<file path="src/design/abid_pkg.sv">
// Shared kinds, match constants and result type for the branch instruction decoder.
package abid_pkg;

    localparam int unsigned IMM_W  = 33;
    localparam int unsigned ADDR_W = 64;

    localparam logic [3:0] KIND_UNKNOWN = 4'd0;
    localparam logic [3:0] KIND_B       = 4'd1;
    localparam logic [3:0] KIND_BL      = 4'd2;
    localparam logic [3:0] KIND_BR      = 4'd3;
    localparam logic [3:0] KIND_BLR     = 4'd4;
    localparam logic [3:0] KIND_ADRP    = 4'd5;
    localparam logic [3:0] KIND_ADD     = 4'd6;
    localparam logic [3:0] KIND_LDRLIT  = 4'd7;
    localparam logic [3:0] KIND_RET     = 4'd8;

    localparam logic [31:0] OP_B        = 32'h1400_0000;
    localparam logic [31:0] OP_BL       = 32'h9400_0000;
    localparam logic [31:0] OP_BR       = 32'hD61F_0000;
    localparam logic [31:0] OP_BLR      = 32'hD63F_0000;
    localparam logic [31:0] OP_ADRP     = 32'h9000_0000;
    localparam logic [31:0] OP_LDRLIT   = 32'h5800_0000;
    localparam logic [31:0] OP_ADD      = 32'h9100_0000;
    localparam logic [31:0] OP_RET      = 32'hD65F_0000;
    localparam logic [31:0] A32_BRANCH  = 32'h0A00_0000;
    localparam logic [31:0] MASK_REGBR  = 32'hFFFF_FC1F;
    localparam logic [31:0] MASK_BIMM   = 32'hFC00_0000;
    localparam logic [31:0] MASK_ADRP   = 32'h9F00_0000;
    localparam logic [31:0] MASK_TOP8   = 32'hFF00_0000;

    localparam logic [IMM_W-1:0] A32_PC_OFS = 33'd8;

    typedef struct packed {
        logic [3:0]        kind;
        logic [4:0]        dest_reg;
        logic [4:0]        base_reg;
        logic [IMM_W-1:0]  immediate;
        logic [ADDR_W-1:0] target_address;
        logic              target_valid;
    } t_result;

endpackage

</file>
<file path="src/design/abid_decode.sv">
// Combinational decode of one instruction word into kind, registers, immediate and target.
module abid_decode (
    input  logic                        i_isa_mode,
    input  logic [31:0]                 i_word,
    input  logic [abid_pkg::ADDR_W-1:0] i_address,
    output abid_pkg::t_result           o_result
);

    logic [3:0]                  kind;
    logic [4:0]                  rd;
    logic [4:0]                  rn;
    logic [abid_pkg::IMM_W-1:0]  imm;
    logic [abid_pkg::IMM_W-1:0]  addend;
    logic [abid_pkg::ADDR_W-1:0] base;
    logic                        has_tgt;
    logic                        valid;
    logic [abid_pkg::ADDR_W-1:0] tgt;

    always_comb begin
        kind    = abid_pkg::KIND_UNKNOWN;
        rd      = 5'd0;
        rn      = 5'd0;
        imm     = '0;
        addend  = '0;
        base    = i_address;
        has_tgt = 1'b0;
        valid   = 1'b0;
        if (i_isa_mode) begin
            // condition field ignored
            if ((i_word & abid_pkg::A32_BRANCH) == abid_pkg::A32_BRANCH) begin
                kind    = abid_pkg::KIND_B;
                imm     = {{7{i_word[23]}}, i_word[23:0], 2'b00};
                addend  = imm + abid_pkg::A32_PC_OFS;
                has_tgt = 1'b1;
                valid   = 1'b1;
            end
        end else if ((i_word & abid_pkg::MASK_BIMM) == abid_pkg::OP_B
                  || (i_word & abid_pkg::MASK_BIMM) == abid_pkg::OP_BL) begin
            kind    = i_word[31] ? abid_pkg::KIND_BL : abid_pkg::KIND_B;
            imm     = {{5{i_word[25]}}, i_word[25:0], 2'b00};
            addend  = imm;
            has_tgt = 1'b1;
            valid   = 1'b1;
        end else if ((i_word & abid_pkg::MASK_REGBR) == abid_pkg::OP_BR) begin
            kind = abid_pkg::KIND_BR;
            rn   = i_word[9:5];
        end else if ((i_word & abid_pkg::MASK_REGBR) == abid_pkg::OP_BLR) begin
            kind = abid_pkg::KIND_BLR;
            rn   = i_word[9:5];
        end else if ((i_word & abid_pkg::MASK_ADRP) == abid_pkg::OP_ADRP) begin
            kind    = abid_pkg::KIND_ADRP;
            rd      = i_word[4:0];
            imm     = {i_word[23:5], i_word[30:29], 12'h000};
            addend  = imm;
            base    = {i_address[abid_pkg::ADDR_W-1:12], 12'h000};
            has_tgt = 1'b1;
        end else if ((i_word & abid_pkg::MASK_TOP8) == abid_pkg::OP_LDRLIT) begin
            kind    = abid_pkg::KIND_LDRLIT;
            rd      = i_word[4:0];
            imm     = {{12{i_word[23]}}, i_word[23:5], 2'b00};
            addend  = imm;
            has_tgt = 1'b1;
        end else if ((i_word & abid_pkg::MASK_TOP8) == abid_pkg::OP_ADD) begin
            kind = abid_pkg::KIND_ADD;
            rd   = i_word[4:0];
            rn   = i_word[9:5];
            imm  = i_word[22] ? {9'd0, i_word[21:10], 12'h000} : {21'd0, i_word[21:10]};
        end else if ((i_word & abid_pkg::MASK_REGBR) == abid_pkg::OP_RET) begin
            kind = abid_pkg::KIND_RET;
            rn   = i_word[9:5];
        end
    end

    // Wraps at 64 bits.
    assign tgt = has_tgt
        ? base + {{(abid_pkg::ADDR_W-abid_pkg::IMM_W){addend[abid_pkg::IMM_W-1]}}, addend}
        : '0;

    assign o_result.kind           = kind;
    assign o_result.dest_reg       = rd;
    assign o_result.base_reg       = rn;
    assign o_result.immediate      = imm;
    assign o_result.target_address = tgt;
    assign o_result.target_valid   = valid;

endmodule

</file>
<file path="src/design/arm64_branch_insn_decoder.sv">
// Top level of the AArch64 / ARMv7 branch instruction decoder.
//
// Input channel: i_in_valid / o_in_ready carry one instruction word and its
// address per item. Output channel: o_out_valid / i_out_ready carry the
// decoded kind, registers, byte immediate and target address.
// The item is registered on entry, decoded by one pass of logic whose
// longest path is the 64-bit target add, and registered at the output.
// o_out_valid rises once an accepted item has moved from the input register into the
// result register; throughput is one item per cycle while i_out_ready stays high.
// A stalled receiver holds the result register; the input register keeps
// taking items until it is also full, then o_in_ready drops.
// i_cfg_we writes isa_mode (0 AArch64, 1 ARMv7) from i_cfg_wdata.
// Synchronous active-low reset empties both stages and sets isa_mode to 0.
module arm64_branch_insn_decoder (
    input  logic        i_clk,
    input  logic        i_rst_n,
    input  logic        i_cfg_we,
    input  logic        i_cfg_wdata,
    input  logic        i_in_valid,
    output logic        o_in_ready,
    input  logic [31:0] i_insn_word,
    input  logic [63:0] i_insn_address,
    output logic        o_out_valid,
    input  logic        i_out_ready,
    output logic [3:0]  o_insn_kind,
    output logic [4:0]  o_dest_reg,
    output logic [4:0]  o_base_reg,
    output logic [32:0] o_immediate,
    output logic [63:0] o_target_address,
    output logic        o_target_valid
);

    logic                        r_isa_mode;
    logic                        r_in_valid;
    logic [31:0]                 r_word;
    logic [abid_pkg::ADDR_W-1:0] r_address;
    logic                        r_out_valid;
    abid_pkg::t_result           r_out;
    abid_pkg::t_result           n_out;
    logic                        out_load;
    logic                        in_load;

    assign out_load   = !r_out_valid || i_out_ready;
    assign o_in_ready = !r_in_valid || out_load;
    assign in_load    = i_in_valid && o_in_ready;

    abid_decode u_decode (
        .i_isa_mode (r_isa_mode),
        .i_word     (r_word),
        .i_address  (r_address),
        .o_result   (n_out)
    );

    always_ff @(posedge i_clk) begin
        if (!i_rst_n) begin
            r_isa_mode  <= 1'b0;
            r_in_valid  <= 1'b0;
            r_out_valid <= 1'b0;
        end else begin
            if (i_cfg_we) begin
                r_isa_mode <= i_cfg_wdata;
            end
            if (o_in_ready) begin
                r_in_valid <= i_in_valid;
            end
            if (out_load) begin
                r_out_valid <= r_in_valid;
            end
        end
    end

    always_ff @(posedge i_clk) begin
        if (in_load) begin
            r_word    <= i_insn_word;
            r_address <= i_insn_address;
        end
        // advance only a real item into the result register
        if (out_load && r_in_valid) begin
            r_out <= n_out;
        end
    end

    assign o_out_valid      = r_out_valid;
    assign o_insn_kind      = r_out.kind;
    assign o_dest_reg       = r_out.dest_reg;
    assign o_base_reg       = r_out.base_reg;
    assign o_immediate      = r_out.immediate;
    assign o_target_address = r_out.target_address;
    assign o_target_valid   = r_out.target_valid;

endmodule
</file>
<file path="config.mk">
export PLATFORM = sky130hd
export DESIGN_NAME = arm64_branch_insn_decoder
export DESIGN_NICKNAME = d
export VERILOG_FILES = /design/src/design/abid_pkg.sv /design/src/design/abid_decode.sv /design/src/design/arm64_branch_insn_decoder.sv
export SDC_FILE = /design/constraint.sdc
export NUM_CORES = 1
export LEC_CHECK = 0
export BUFFER_PORTS_ARGS = -buffer_cell sky130_fd_sc_hd__buf_2
export CORE_ASPECT_RATIO = 2
export CORE_MARGIN = 3
export CORE_UTILIZATION = 40
export CTS_BUF_LIST = sky130_fd_sc_hd__clkbuf_16
export DETAILED_ROUTE_END_ITERATION = 10
export MAX_ROUTING_LAYER = met4
export SLEW_MARGIN = 20
export SYNTH_ARGS = -nofsm -noshare
export SYNTH_HDL_FRONTEND = slang
export SYNTH_SLANG_ARGS = --single-unit
</file>
<file path="constraint.sdc">
create_clock -name i_clk -period 14.5 [get_ports i_clk]
set_input_delay 1.45 -clock i_clk [delete_from_list [all_inputs] [get_ports i_clk]]
set_output_delay 1.45 -clock i_clk [all_outputs]
set_load 0.02 [all_outputs]
</file>
==> flow_results.xml, run 1 <==
<?xml version="1.0" encoding="UTF-8"?>
<metrics>
  <group name="yosys">
    <metric name="synth.yosys.warnings" unit="">0</metric>
    <metric name="synth_most_common_cell" unit="">edfxtp_1</metric>
    <metric name="synthTopCellsByArea" unit="">edfxtp_1 (51%), ha_1 (6.4%), nand2_1 (4.0%)</metric>
    <metric name="synth_sequential_area_ratio" unit="%">51.3</metric>
    <metric name="syn-mean-instance-area" unit="sq um">10.3</metric>
    <metric name="synthesis.area" unit="sq um">12300</metric>
    <metric name="postSynthNetCount" unit="">1359</metric>
    <metric name="post-synth-top-area-fraction" unit="%">50.8</metric>
    <metric name="synth-main-ff-cell" unit="">edfxtp_1</metric>
    <metric name="synth.largest_area_cell" unit="">edfxtp_1</metric>
    <metric name="async_reset_ff_share" unit="%">0</metric>
    <metric name="postSynthCellCount" unit="">1193</metric>
    <metric name="netlist_top_cells_count" unit="">edfxtp_1 (208), nand2_1 (130), nor2_1 (104), a21oi_1 (96), o21ai_0 (73)</metric>
    <metric name="synth_cell_type_count" unit="">69</metric>
    <metric name="synth-edff-count" unit="">208</metric>
    <metric name="synth.ff_latch_count" unit="">211</metric>
  </group>
  <group name="floorplanning">
    <metric name="floorplan.core_area" unit="sq um">30300</metric>
    <metric name="initial_core_util" unit="%">40.6</metric>
    <metric name="floorplan.die.height" unit="microns">254</metric>
    <metric name="design.portCount" unit="">216</metric>
    <metric name="die_width" unit="microns">130</metric>
    <metric name="num_rows" unit="">90</metric>
    <metric name="floorplan.die_area" unit="sq um">33000</metric>
  </group>
  <group name="critical_path">
    <metric name="startpoint_type" unit="">register</metric>
    <metric name="cp.required" unit="ns">14.74</metric>
    <metric name="crit_path_max_fanout" unit="">31</metric>
    <metric name="critPathKind" unit="">register to register</metric>
    <metric name="timing.critical_path.arrival" unit="ns">6.16</metric>
    <metric name="critical_path.endpoint_type" unit="">register</metric>
  </group>
  <group name="detailed_routing">
    <metric name="routed_wire_length_per_instance" unit="microns">22.3</metric>
    <metric name="detail_route.wirelength.met1" unit="microns">13100</metric>
    <metric name="postRouteWirelength" unit="microns">39100</metric>
    <metric name="number_of_nets_with_antenna_violations_after_routing" unit="">0</metric>
    <metric name="route.detailed.drc" unit="">0</metric>
    <metric name="detailroute.wirelength.met3" unit="microns">1590</metric>
    <metric name="dr_pass1_iterations" unit="">5</metric>
    <metric name="detailroute.via_count" unit="">10100</metric>
    <metric name="post_drt_via_cell_ratio" unit="">5.76</metric>
    <metric name="routed.top_layer" unit="">met4</metric>
    <metric name="drt_iter0_drc" unit="">711</metric>
    <metric name="wl_met2" unit="microns">22600</metric>
  </group>
  <group name="cts">
    <metric name="clock_path_buffers" unit="">3</metric>
    <metric name="clk_transition_reported_paths" unit="ns">0.07</metric>
    <metric name="cts.sink_count" unit="">211</metric>
    <metric name="post_cts_buffers" unit="">0</metric>
    <metric name="tritoncts.num_buffers" unit="">20</metric>
    <metric name="cts.hold.buffers_added" unit="">0</metric>
    <metric name="tritoncts" unit="">built</metric>
    <metric name="cts.htree.levels" unit="">1</metric>
    <metric name="post_cts_resize_count" unit="">0</metric>
    <metric name="clk_root_buffer_cell" unit="">clkbuf_16</metric>
    <metric name="later_pin_clock_latency_in_the_skew_report" unit="ns">0.51</metric>
  </group>
  <group name="power">
    <metric name="netSwitchingPower" unit="W">0.000383</metric>
    <metric name="clock_power_share" unit="%">35.4</metric>
    <metric name="power.leakage" unit="nW">5.79</metric>
    <metric name="vdd_drop_max" unit="V">0.0000847</metric>
    <metric name="power.density" unit="nW/um^2">101</metric>
    <metric name="power.share.switching" unit="%">26.6</metric>
    <metric name="pwr-share-seq" unit="%">51.0</metric>
    <metric name="power.total" unit="W">0.00144</metric>
    <metric name="combPwrFrac" unit="%">13.5</metric>
    <metric name="p_int" unit="W">0.00106</metric>
  </group>
  <group name="placement">
    <metric name="placement.setup.worst_slack" unit="ns">8.63</metric>
    <metric name="post-dp-hpwl" unit="microns">30000</metric>
    <metric name="port_buffers" unit="">215</metric>
    <metric name="post_dp_cell_area" unit="sq um">13600</metric>
    <metric name="routabilityCongestion" unit="">0.917</metric>
  </group>
  <group name="timing">
    <metric name="worst-slew-pin-transition" unit="ns">1.09</metric>
    <metric name="totalNegativeSetupSlack" unit="ns">0</metric>
    <metric name="fmaxAchievable" unit="MHz">169</metric>
    <metric name="rsz0062_at_grt" unit="">no</metric>
    <metric name="finalHoldViolations" unit="">0</metric>
    <metric name="final_max_slew_viols" unit="">0</metric>
    <metric name="clock-skew-final" unit="ns">0.0127</metric>
    <metric name="finalSetupViolCount" unit="">0</metric>
    <metric name="maxSlewHeadroom" unit="%">26.8</metric>
    <metric name="final.period_utilization" unit="%">40.8</metric>
    <metric name="fin_crit" unit="ns">5.92</metric>
    <metric name="least_setup_slack_across_all_paths_after_layout" unit="ns">8.58</metric>
  </group>
  <group name="job">
    <metric name="max-cap-violations" unit="">0</metric>
  </group>
  <group name="global_route">
    <metric name="grt_max_degree" unit="">71</metric>
    <metric name="globalRoute.totalOverflow" unit="">0</metric>
    <metric name="number_of_antenna_violations_at_the_first_check_in_global_routing" unit="">0</metric>
    <metric name="wire_length_of_the_first_global_routing_pass" unit="microns">57500</metric>
    <metric name="first_global_vias" unit="">10200</metric>
    <metric name="grt_use_total" unit="%">23.8</metric>
  </group>
  <group name="cells_and_area">
    <metric name="post_route_cells_drive_above_1_share" unit="%">19.8</metric>
    <metric name="area_delta_synth_final" unit="%">16.1</metric>
    <metric name="antenna_cells_inserted" unit="">0</metric>
    <metric name="final_design_area_no_fill" unit="sq um">14300</metric>
    <metric name="final_nets" unit="">1537</metric>
  </group>
  <group name="worst_hold_path">
    <metric name="holdCritPathClass" unit="">register to register</metric>
  </group>
  <group name="outcome">
    <metric name="run_status" unit="">complete, no violations</metric>
  </group>
</metrics>
[logic make-up (layout without fill, tap and decap cells)]
group	count (synthesis)	in the layout	share of synthesized area [%]
and+or+nand+nor	428	428	16.7
adders and majority gates	64	64	6.57
AOI/OAI and AO/OA	342	342	18.3
DFF	211	211	51.3
buffers and inverters	89	281	2.86
muxes	7	7	0.570
xor gates and xnor gates	52	52	3.70
[layout make-up]
type | instances | area (sq um)
repair buffers | 223 | 1140
clock inverters | 15 | 105
multi-input cells | 893 | 5660
fillers | 2905 | 16000
flip-flops and latches | 211 | 6310
clock buffers | 21 | 526
inverters | 22 | 82.6
well taps | 368 | 460
[power by group through the flow]
| stage | logic [W] | registers [W] | clock network [W] |
|---|---|---|---|
| after floorplan | 0.000111 | 0.000757 | 0 |
| after global placement | 0.000194 | 0.000749 | 0 |
| after detailed placement | 0.000195 | 0.000748 | 0 |
| after CTS | 0.000197 | 0.000736 | 0.000523 |
| after global routing | 0.000213 | 0.000738 | 0.000547 |
| final | 0.000195 | 0.000736 | 0.000511 |
[critical path: stages, from the launching register on]
cell and delay, ns:
edfxtp_1 0.47, nor4b_1 0.21, and3b_1 0.43, nor2_1 0.38, a2bb2oi_1 0.23, o21a_1 0.21, clkinv_1 0.86, ha_1 0.84
nand2_1 0.12, nor2_1 0.25, and4b_1 0.22, o21ai_0 0.09, and3_4 0.23, o41ai_2 0.53, a221o_1 0.36, xnor2_1 0.14
nor2_1 0.06
[per-layer routing]
metal | GRT usage [%] | vias to the layer above
li1 | - | 4830
met1 | 23.0 | 4799
met2 | 46.3 | 369
met3 | 2.25 | 91
met4 | 10.4 | 0
met5 | - | -
[metrics by stage]
| step | hold WS [ns] | cells | util [%] |
|---|---|---|---|
| after floorplan | 0.477 | 1193 | - |
| after global placement | 0.508 | 1717 | 45.0 |
| after detailed placement | 0.517 | 1717 | 45.0 |
| after CTS | 0.533 | 1753 | 47.1 |
| after global routing | 0.572 | 1753 | 47.1 |
| final | 0.531 | 1753 | 47.1 |
[cell usage in the layout (no fill, tap or decap), drive strengths merged, types with 27 or more instances in the layout]
| cell type | count |
|---|---|
| buf | 223 |
| edfxtp | 208 |
| nand2 | 131 |
| nor2 | 104 |
| a21oi | 98 |
| o21ai | 76 |
| ha | 63 |
| a21o | 46 |
| nand3 | 36 |
| nand4 | 30 |
| and2 | 30 |
| xnor2 | 29 |
| inv | 28 |
| nor3 | 27 |
[worst paths after layout]
| kind | slack, ns | to | cells past startpoint | from |
|---|---|---|---|---|
| max | 8.58 | o_target_address[55]$_SDFFCE_PN0P_ | 16 | r_word[31]$_DFFE_PP_ |
| min | 0.53 | o_out_valid$_SDFFE_PN0P_ | 1 | r_in_valid$_SDFFE_PN0N_ |
| max reg2reg | 8.58 | o_target_address[55]$_SDFFCE_PN0P_ | 16 | r_word[31]$_DFFE_PP_ |
| min reg2reg | 0.53 | o_out_valid$_SDFFE_PN0P_ | 1 | r_in_valid$_SDFFE_PN0N_ |
(Power assumes the default switching activity.)
==> inputs of run 2 (changes only) <==
==> constraint.sdc (replaced) <==
create_clock -name i_clk -period 5.8 [get_ports i_clk]
set_input_delay 0.58 -clock i_clk [delete_from_list [all_inputs] [get_ports i_clk]]
set_output_delay 0.58 -clock i_clk [all_outputs]
set_load 0.02 [all_outputs]
==> run 2 against run 1 <==
Sequential cell count is the same. Count of clock-buffer cells in the layout is the same. Die area is the same. Highest routed layer unchanged. Critical endpoint is now o_target_address[63]$_SDFFCE_PN0P_.
==> flow_results.xml, run 2 (same netlist as run 1, synthesis figures left out) <==
<?xml version="1.0" encoding="UTF-8"?>
<metrics>
  <group name="critical_path">
    <metric name="critPathKind" unit="">register to register</metric>
    <metric name="ordered_list_of_cells_on_the_worst_path" unit="">nor4b_1 -&gt; and3b_1 -&gt; buf_4 -&gt; nor2_1 -&gt; a21oi_1 -&gt; nor2_1 -&gt; a21oi_1 -&gt; o21ai_0 -&gt; ha_1 -&gt; nand2_1 -&gt; o211a_1 -&gt; and4b_1 -&gt; o21ai_0 -&gt; and3_4 -&gt; o41ai_2 -&gt; a221o_1 -&gt; or4_1 -&gt; nand3_1</metric>
    <metric name="crit_path_top_delay_cell" unit="">o41ai_2</metric>
    <metric name="timing.critical_path.slowest_cell_delay" unit="ns">0.51</metric>
    <metric name="r2r_setup_slack" unit="ns">0.55</metric>
    <metric name="startpoint_type" unit="">register</metric>
    <metric name="cp.required" unit="ns">6.06</metric>
    <metric name="timing.critical_path.arrival" unit="ns">5.51</metric>
    <metric name="crit_path_max_fanout" unit="">16</metric>
    <metric name="critical_path.endpoint_type" unit="">register</metric>
  </group>
  <group name="floorplanning">
    <metric name="floorplan.die.height" unit="microns">254</metric>
    <metric name="initial_core_util" unit="%">40.6</metric>
    <metric name="die_width" unit="microns">130</metric>
    <metric name="floorplan.die_area" unit="sq um">33000</metric>
    <metric name="design.portCount" unit="">216</metric>
    <metric name="floorplan.core_area" unit="sq um">30300</metric>
    <metric name="num_rows" unit="">90</metric>
  </group>
  <group name="cts">
    <metric name="tritoncts" unit="">built</metric>
    <metric name="clock_path_buffers" unit="">3</metric>
    <metric name="cts.sink_count" unit="">211</metric>
    <metric name="clk_root_buffer_cell" unit="">clkbuf_16</metric>
    <metric name="later_pin_clock_latency_in_the_skew_report" unit="ns">0.51</metric>
    <metric name="post_cts_resize_count" unit="">0</metric>
    <metric name="post_cts_buffers" unit="">0</metric>
    <metric name="tritoncts.num_buffers" unit="">21</metric>
    <metric name="cts.htree.levels" unit="">1</metric>
    <metric name="cts.hold.buffers_added" unit="">0</metric>
    <metric name="clk_transition_reported_paths" unit="ns">0.07</metric>
  </group>
  <group name="power">
    <metric name="power.total" unit="W">0.00366</metric>
    <metric name="vdd_drop_max" unit="V">0.000216</metric>
    <metric name="power.leakage" unit="nW">5.94</metric>
    <metric name="power.density" unit="nW/um^2">253</metric>
  </group>
  <group name="detailed_routing">
    <metric name="route.detailed.drc" unit="">0</metric>
    <metric name="dr_pass1_iterations" unit="">7</metric>
    <metric name="detailroute.via_count" unit="">10300</metric>
    <metric name="number_of_nets_with_antenna_violations_after_routing" unit="">0</metric>
    <metric name="postRouteWirelength" unit="microns">39800</metric>
    <metric name="routed_wire_length_per_instance" unit="microns">22.4</metric>
    <metric name="drt_iter0_drc" unit="">694</metric>
    <metric name="post_drt_via_cell_ratio" unit="">5.77</metric>
  </group>
  <group name="timing">
    <metric name="worst-slew-pin-transition" unit="ns">0.909</metric>
    <metric name="final.period_utilization" unit="%">90.5</metric>
    <metric name="fmaxAchievable" unit="MHz">190</metric>
    <metric name="finalHoldViolations" unit="">0</metric>
    <metric name="final_max_slew_viols" unit="">0</metric>
    <metric name="totalNegativeSetupSlack" unit="ns">0</metric>
    <metric name="rsz0062_at_grt" unit="">no</metric>
    <metric name="finalSetupViolCount" unit="">0</metric>
    <metric name="maxSlewHeadroom" unit="%">39.4</metric>
    <metric name="least_setup_slack_across_all_paths_after_layout" unit="ns">0.551</metric>
    <metric name="clock-skew-final" unit="ns">0.00844</metric>
    <metric name="fin_crit" unit="ns">5.25</metric>
  </group>
  <group name="placement">
    <metric name="port_buffers" unit="">215</metric>
    <metric name="post_dp_cell_area" unit="sq um">13800</metric>
    <metric name="post-dp-hpwl" unit="microns">30700</metric>
    <metric name="placement.setup.worst_slack" unit="ns">0.336</metric>
    <metric name="routabilityCongestion" unit="">0.938</metric>
  </group>
  <group name="global_route">
    <metric name="globalRoute.totalOverflow" unit="">0</metric>
    <metric name="grt_use_total" unit="%">23.9</metric>
    <metric name="wire_length_of_the_first_global_routing_pass" unit="microns">57600</metric>
    <metric name="grt-busiest-layer" unit="">met2</metric>
    <metric name="gr-usage-met3" unit="%">2.17</metric>
    <metric name="first_global_vias" unit="">10300</metric>
    <metric name="use_met1" unit="%">22.2</metric>
    <metric name="globalRouteMet2Util" unit="%">46.2</metric>
    <metric name="number_of_antenna_violations_at_the_first_check_in_global_routing" unit="">0</metric>
    <metric name="grt_max_degree" unit="">91</metric>
  </group>
  <group name="cells_and_area">
    <metric name="area_delta_synth_final" unit="%">18.0</metric>
    <metric name="post_route_cells_drive_above_1_share" unit="%">21.3</metric>
    <metric name="nFillCells" unit="">2905</metric>
    <metric name="most_frequent_cells_in_the_layout" unit="">buf_2 (215), edfxtp_1 (208), nand2_1 (130), nor2_1 (104), a21oi_1 (96)</metric>
    <metric name="post-route-util" unit="%">47.9</metric>
    <metric name="final_nets" unit="">1564</metric>
    <metric name="final_design_area_no_fill" unit="sq um">14500</metric>
    <metric name="layout_commonest_cell" unit="">buf_2</metric>
    <metric name="antenna_cells_inserted" unit="">0</metric>
  </group>
  <group name="outcome">
    <metric name="run_status" unit="">complete, no violations</metric>
  </group>
  <group name="job">
    <metric name="max-cap-violations" unit="">0</metric>
  </group>
  <group name="worst_hold_path">
    <metric name="holdCritPathClass" unit="">input pin to register</metric>
  </group>
</metrics>
-- run 2: cell types whose count changed in the layout (fill, tap and decap cells not counted), sizes merged --
cell	change
inv	-2
bufinv	+1
clkinv	+1
buf	+26
-- run 2: worst paths after layout --
check | from | endpoint | cells past startpoint
max reg2reg | r_word[25]$_DFFE_PP_ | o_target_address[63]$_SDFFCE_PN0P_ | 18
min reg2reg | r_in_valid$_SDFFE_PN0N_ | o_out_valid$_SDFFE_PN0P_ | 1
max | r_word[25]$_DFFE_PP_ | o_target_address[63]$_SDFFCE_PN0P_ | 18
min | i_insn_word[3] | r_word[3]$_DFFE_PP_ | 1
-- run 2: per-stage QoR --
step | cells | hold WS [ns]
after CTS | 1779 | 0.210
after detailed placement | 1743 | 0.509
final | 1779 | 0.237
after floorplan | 1193 | 0.476
after global routing | 1779 | 0.221
after global placement | 1743 | 0.509
-- run 2: per-layer routing --
metal / share of wire [%] / vias up
met5: 0 / -
met4: 6.1 / 0
met3: 3.8 / 134
met2: 57 / 344
met1: 33 / 4914
li1: - / 4870
-- run 2: critical path, delay by kind of cell (launching register included) --
family | cells | cell delay (ns)
adders and majority gates | 1 | 0.42
and+or+nand+nor | 9 | 1.94
buffers and inverters | 1 | 0.28
AOI/OAI and AO/OA | 7 | 1.88
DFF | 1 | 0.49
-- run 2: report_power, final --
part           leakage [nW]  total [W]  switching, W  internal [W]
Combinational          3.64   0.000518      0.000339      0.000179
Sequential             1.97    0.00182     0.0000507       0.00177
Clock                 0.333    0.00132      0.000578      0.000746
Total                  5.94    0.00366      0.000968       0.00270
-- run 2: final cells by class --
class	instances	area, sq um	area share (%)
clock inverters	15	123	0.845
inverters	22	82.6	0.569
multi-input cells	893	5660	39.0
clock buffers	21	526	3.62
flip-flops and latches	211	6310	43.5
repair buffers	249	1340	9.27
well taps	368	460	3.17
==> inputs of run 3 (changes only) <==
--- a/config.mk
+++ b/config.mk
@@ -11,7 +11,6 @@
 export CORE_UTILIZATION = 40
 export CTS_BUF_LIST = sky130_fd_sc_hd__clkbuf_16
 export DETAILED_ROUTE_END_ITERATION = 10
-export MAX_ROUTING_LAYER = met4
 export SLEW_MARGIN = 20
 export SYNTH_ARGS = -nofsm -noshare
 export SYNTH_HDL_FRONTEND = slang
==> run 3 against run 2 <==
Hold slack worse by 0.013 ns. Sequential cell count unchanged. Global-route usage about the same. Critical endpoint is now o_target_address[58]$_SDFFCE_PN0P_. Clock skew up 0.0049 ns. Critical path type unchanged. Count of clock-buffer cells in the layout unchanged. Register-to-register slack worse by 0.04 ns.
==> flow_results.xml, run 3 (same netlist as run 1, synthesis figures left out) <==
<?xml version="1.0" encoding="UTF-8"?>
<metrics>
  <group name="critical_path">
    <metric name="critical_path.reg2reg.endpoint" unit="">o_target_address[58]$_SDFFCE_PN0P_</metric>
    <metric name="timing.critical_path.slowest_cell_delay" unit="ns">0.63</metric>
    <metric name="startpoint_type" unit="">register</metric>
    <metric name="critical_path.endpoint_type" unit="">register</metric>
    <metric name="reg2reg_depth" unit="">16</metric>
    <metric name="critPathKind" unit="">register to register</metric>
    <metric name="timing.critical_path.arrival" unit="ns">5.53</metric>
    <metric name="crit_path_top_delay_cell" unit="">o21ai_2</metric>
    <metric name="rr_startpoint" unit="">r_word[30]$_DFFE_PP_</metric>
    <metric name="crit_path_max_fanout" unit="">16</metric>
    <metric name="cp.required" unit="ns">6.04</metric>
    <metric name="r2r_setup_slack" unit="ns">0.51</metric>
    <metric name="ordered_list_of_cells_on_the_worst_path" unit="">nor2b_1 -&gt; and4_1 -&gt; o21ai_2 -&gt; nor3_1 -&gt; a21oi_1 -&gt; o21ai_0 -&gt; ha_1 -&gt; nand4_1 -&gt; a21oi_1 -&gt; o21ai_1 -&gt; a211o_1 -&gt; a2111oi_2 -&gt; o2111ai_1 -&gt; a211oi_1 -&gt; o21a_1 -&gt; nor3_1</metric>
  </group>
  <group name="cts">
    <metric name="clock_path_buffers" unit="">3</metric>
    <metric name="post_cts_resize_count" unit="">0</metric>
    <metric name="clk_transition_reported_paths" unit="ns">0.07</metric>
    <metric name="post_cts_buffers" unit="">0</metric>
    <metric name="later_pin_clock_latency_in_the_skew_report" unit="ns">0.53</metric>
    <metric name="tritoncts.num_buffers" unit="">21</metric>
    <metric name="tritoncts" unit="">built</metric>
    <metric name="cts.hold.buffers_added" unit="">0</metric>
    <metric name="cts.htree.levels" unit="">1</metric>
    <metric name="cts.sink_count" unit="">211</metric>
    <metric name="clk_root_buffer_cell" unit="">clkbuf_16</metric>
  </group>
  <group name="power">
    <metric name="netSwitchingPower" unit="W">0.000997</metric>
    <metric name="pwr-share-seq" unit="%">50.3</metric>
    <metric name="combPwrFrac" unit="%">14.5</metric>
    <metric name="vdd_drop_max" unit="V">0.000223</metric>
    <metric name="power.share.switching" unit="%">27.5</metric>
    <metric name="power.leakage" unit="nW">5.92</metric>
    <metric name="power.density" unit="nW/um^2">249</metric>
    <metric name="clock_power_share" unit="%">35.2</metric>
    <metric name="p_int" unit="W">0.00262</metric>
  </group>
  <group name="timing">
    <metric name="totalNegativeSetupSlack" unit="ns">0</metric>
    <metric name="rsz0062_at_grt" unit="">no</metric>
    <metric name="maxSlewHeadroom" unit="%">38.8</metric>
    <metric name="finalSetupViolCount" unit="">0</metric>
    <metric name="final_max_slew_viols" unit="">0</metric>
    <metric name="worst-slew-pin-transition" unit="ns">0.918</metric>
    <metric name="fmaxAchievable" unit="MHz">189</metric>
    <metric name="finalHoldViolations" unit="">0</metric>
    <metric name="final.period_utilization" unit="%">91.2</metric>
    <metric name="clock-skew-final" unit="ns">0.0133</metric>
    <metric name="smallest_hold_slack" unit="ns">0.224</metric>
    <metric name="fin_crit" unit="ns">5.29</metric>
  </group>
  <group name="detailed_routing">
    <metric name="postRouteWirelength" unit="microns">40400</metric>
    <metric name="route.detailed.drc" unit="">0</metric>
    <metric name="number_of_nets_with_antenna_violations_after_routing" unit="">0</metric>
    <metric name="drt_iter0_drc" unit="">641</metric>
    <metric name="routed_wire_length_per_instance" unit="microns">22.7</metric>
    <metric name="post_drt_via_cell_ratio" unit="">5.76</metric>
    <metric name="detailroute.via_count" unit="">10300</metric>
    <metric name="dr_pass1_iterations" unit="">5</metric>
  </group>
  <group name="worst_hold_path">
    <metric name="timing.hold.worst_endpoint" unit="">r_address[28]$_DFFE_PP_</metric>
    <metric name="worst_hold_path.num_cells" unit="">1</metric>
    <metric name="start_point_of_the_worst_min_delay_path" unit="">i_insn_address[28]</metric>
    <metric name="holdCritPathClass" unit="">input pin to register</metric>
  </group>
  <group name="floorplanning">
    <metric name="die_width" unit="microns">130</metric>
    <metric name="initial_core_util" unit="%">40.6</metric>
    <metric name="num_rows" unit="">90</metric>
    <metric name="design.portCount" unit="">216</metric>
    <metric name="floorplan.die.height" unit="microns">254</metric>
    <metric name="floorplan.die_area" unit="sq um">33000</metric>
    <metric name="floorplan.core_area" unit="sq um">30300</metric>
  </group>
  <group name="cells_and_area">
    <metric name="post-route-util" unit="%">47.9</metric>
    <metric name="layout_commonest_cell" unit="">buf_2</metric>
    <metric name="nFillCells" unit="">2842</metric>
    <metric name="most_frequent_cells_in_the_layout" unit="">buf_2 (215), edfxtp_1 (208), nand2_1 (130), nor2_1 (104), a21oi_1 (96)</metric>
    <metric name="area_delta_synth_final" unit="%">18.0</metric>
    <metric name="final_nets" unit="">1567</metric>
    <metric name="post_route_cells_drive_above_1_share" unit="%">21.8</metric>
    <metric name="antenna_cells_inserted" unit="">0</metric>
    <metric name="instances_no_fill" unit="">1784</metric>
    <metric name="final_design_area_no_fill" unit="sq um">14500</metric>
  </group>
  <group name="global_route">
    <metric name="number_of_antenna_violations_at_the_first_check_in_global_routing" unit="">0</metric>
    <metric name="wire_length_of_the_first_global_routing_pass" unit="microns">59100</metric>
    <metric name="grt_use_total" unit="%">23.8</metric>
    <metric name="first_global_vias" unit="">10500</metric>
    <metric name="globalRoute.totalOverflow" unit="">0</metric>
    <metric name="grt_max_degree" unit="">54</metric>
  </group>
  <group name="placement">
    <metric name="port_buffers" unit="">215</metric>
    <metric name="post-dp-hpwl" unit="microns">31200</metric>
    <metric name="post_dp_cell_area" unit="sq um">13900</metric>
    <metric name="placedCellCount" unit="">1745</metric>
    <metric name="routabilityCongestion" unit="">0.953</metric>
  </group>
  <group name="outcome">
    <metric name="run_status" unit="">complete, no violations</metric>
  </group>
  <group name="job">
    <metric name="max-cap-violations" unit="">0</metric>
  </group>
</metrics>
-- run 3: cell types whose count changed in the layout (fill, tap and decap cells not counted), sizes merged --
cell      change
clkinv        +3
bufinv        -2
clkinvlp      +3
buf           +3
inv           -2
-- run 3: metal layers --
| metal | up-vias | track usage [%] | wire length, microns |
|---|---|---|---|
| met1 | 4922 | 22.9 | 13400 |
| met3 | 123 | 2.29 | 1560 |
| met2 | 362 | 47.0 | 22900 |
| met5 | - | 0 | 0 |
| met4 | 0 | 14.4 | 2620 |
| li1 | 4863 | - | - |
-- run 3: metrics by stage --
step                      setup slack (ns)  total power [W]
after floorplan                       1.17          0.00217
after global placement               0.253          0.00237
after detailed placement             0.572          0.00237
after CTS                            0.574          0.00365
after global routing                 0.290          0.00375
final                                0.510          0.00362
-- run 3: final cells by class --
cell class	count	area (sq um)	area share (%)
Multi-Input combinational cell	893	5660	39.0
Clock buffer	21	526	3.62
Sequential cell	211	6310	43.5
Timing Repair Buffer	252	1370	9.42
Inverter	22	82.6	0.569
Tap cell	368	460	3.17
Clock inverter	17	104	0.716
-- run 3: worst max-delay path by stage --
stage	from	cells after the start	endpoint	slack (ns)
2_1_floorplan	r_word[25]$_DFFE_PP_	18	o_target_address[63]$_SDFFCE_PN0P_	1.17
3_3_place_gp	r_word[30]$_DFFE_PP_	16	o_target_address[58]$_SDFFCE_PN0P_	0.25
3_5_place_dp	r_word[30]$_DFFE_PP_	16	o_target_address[55]$_SDFFCE_PN0P_	0.57
4_1_cts	r_word[30]$_DFFE_PP_	16	o_target_address[55]$_SDFFCE_PN0P_	0.57
5_1_grt	r_word[1]$_DFFE_PP_	20	o_target_address[55]$_SDFFCE_PN0P_	0.29
6_report	r_word[30]$_DFFE_PP_	16	o_target_address[58]$_SDFFCE_PN0P_	0.51
-- run 3: critical path: cells and delay by family (launching register included) --
family          cells  cell delay [ns]
compound gates     10             3.26
simple gates        5             0.81
flops               1             0.50
fa+ha+maj           1             0.45
-- run 3: power by group through the flow --
stage	clock [W]	combinational, W	sequential (W)
after floorplan	0	0.000279	0.00189
after global routing	0.00136	0.000568	0.00182
final	0.00127	0.000525	0.00182
after global placement	0	0.000518	0.00185
after detailed placement	0	0.000519	0.00185
after CTS	0.00131	0.000523	0.00182
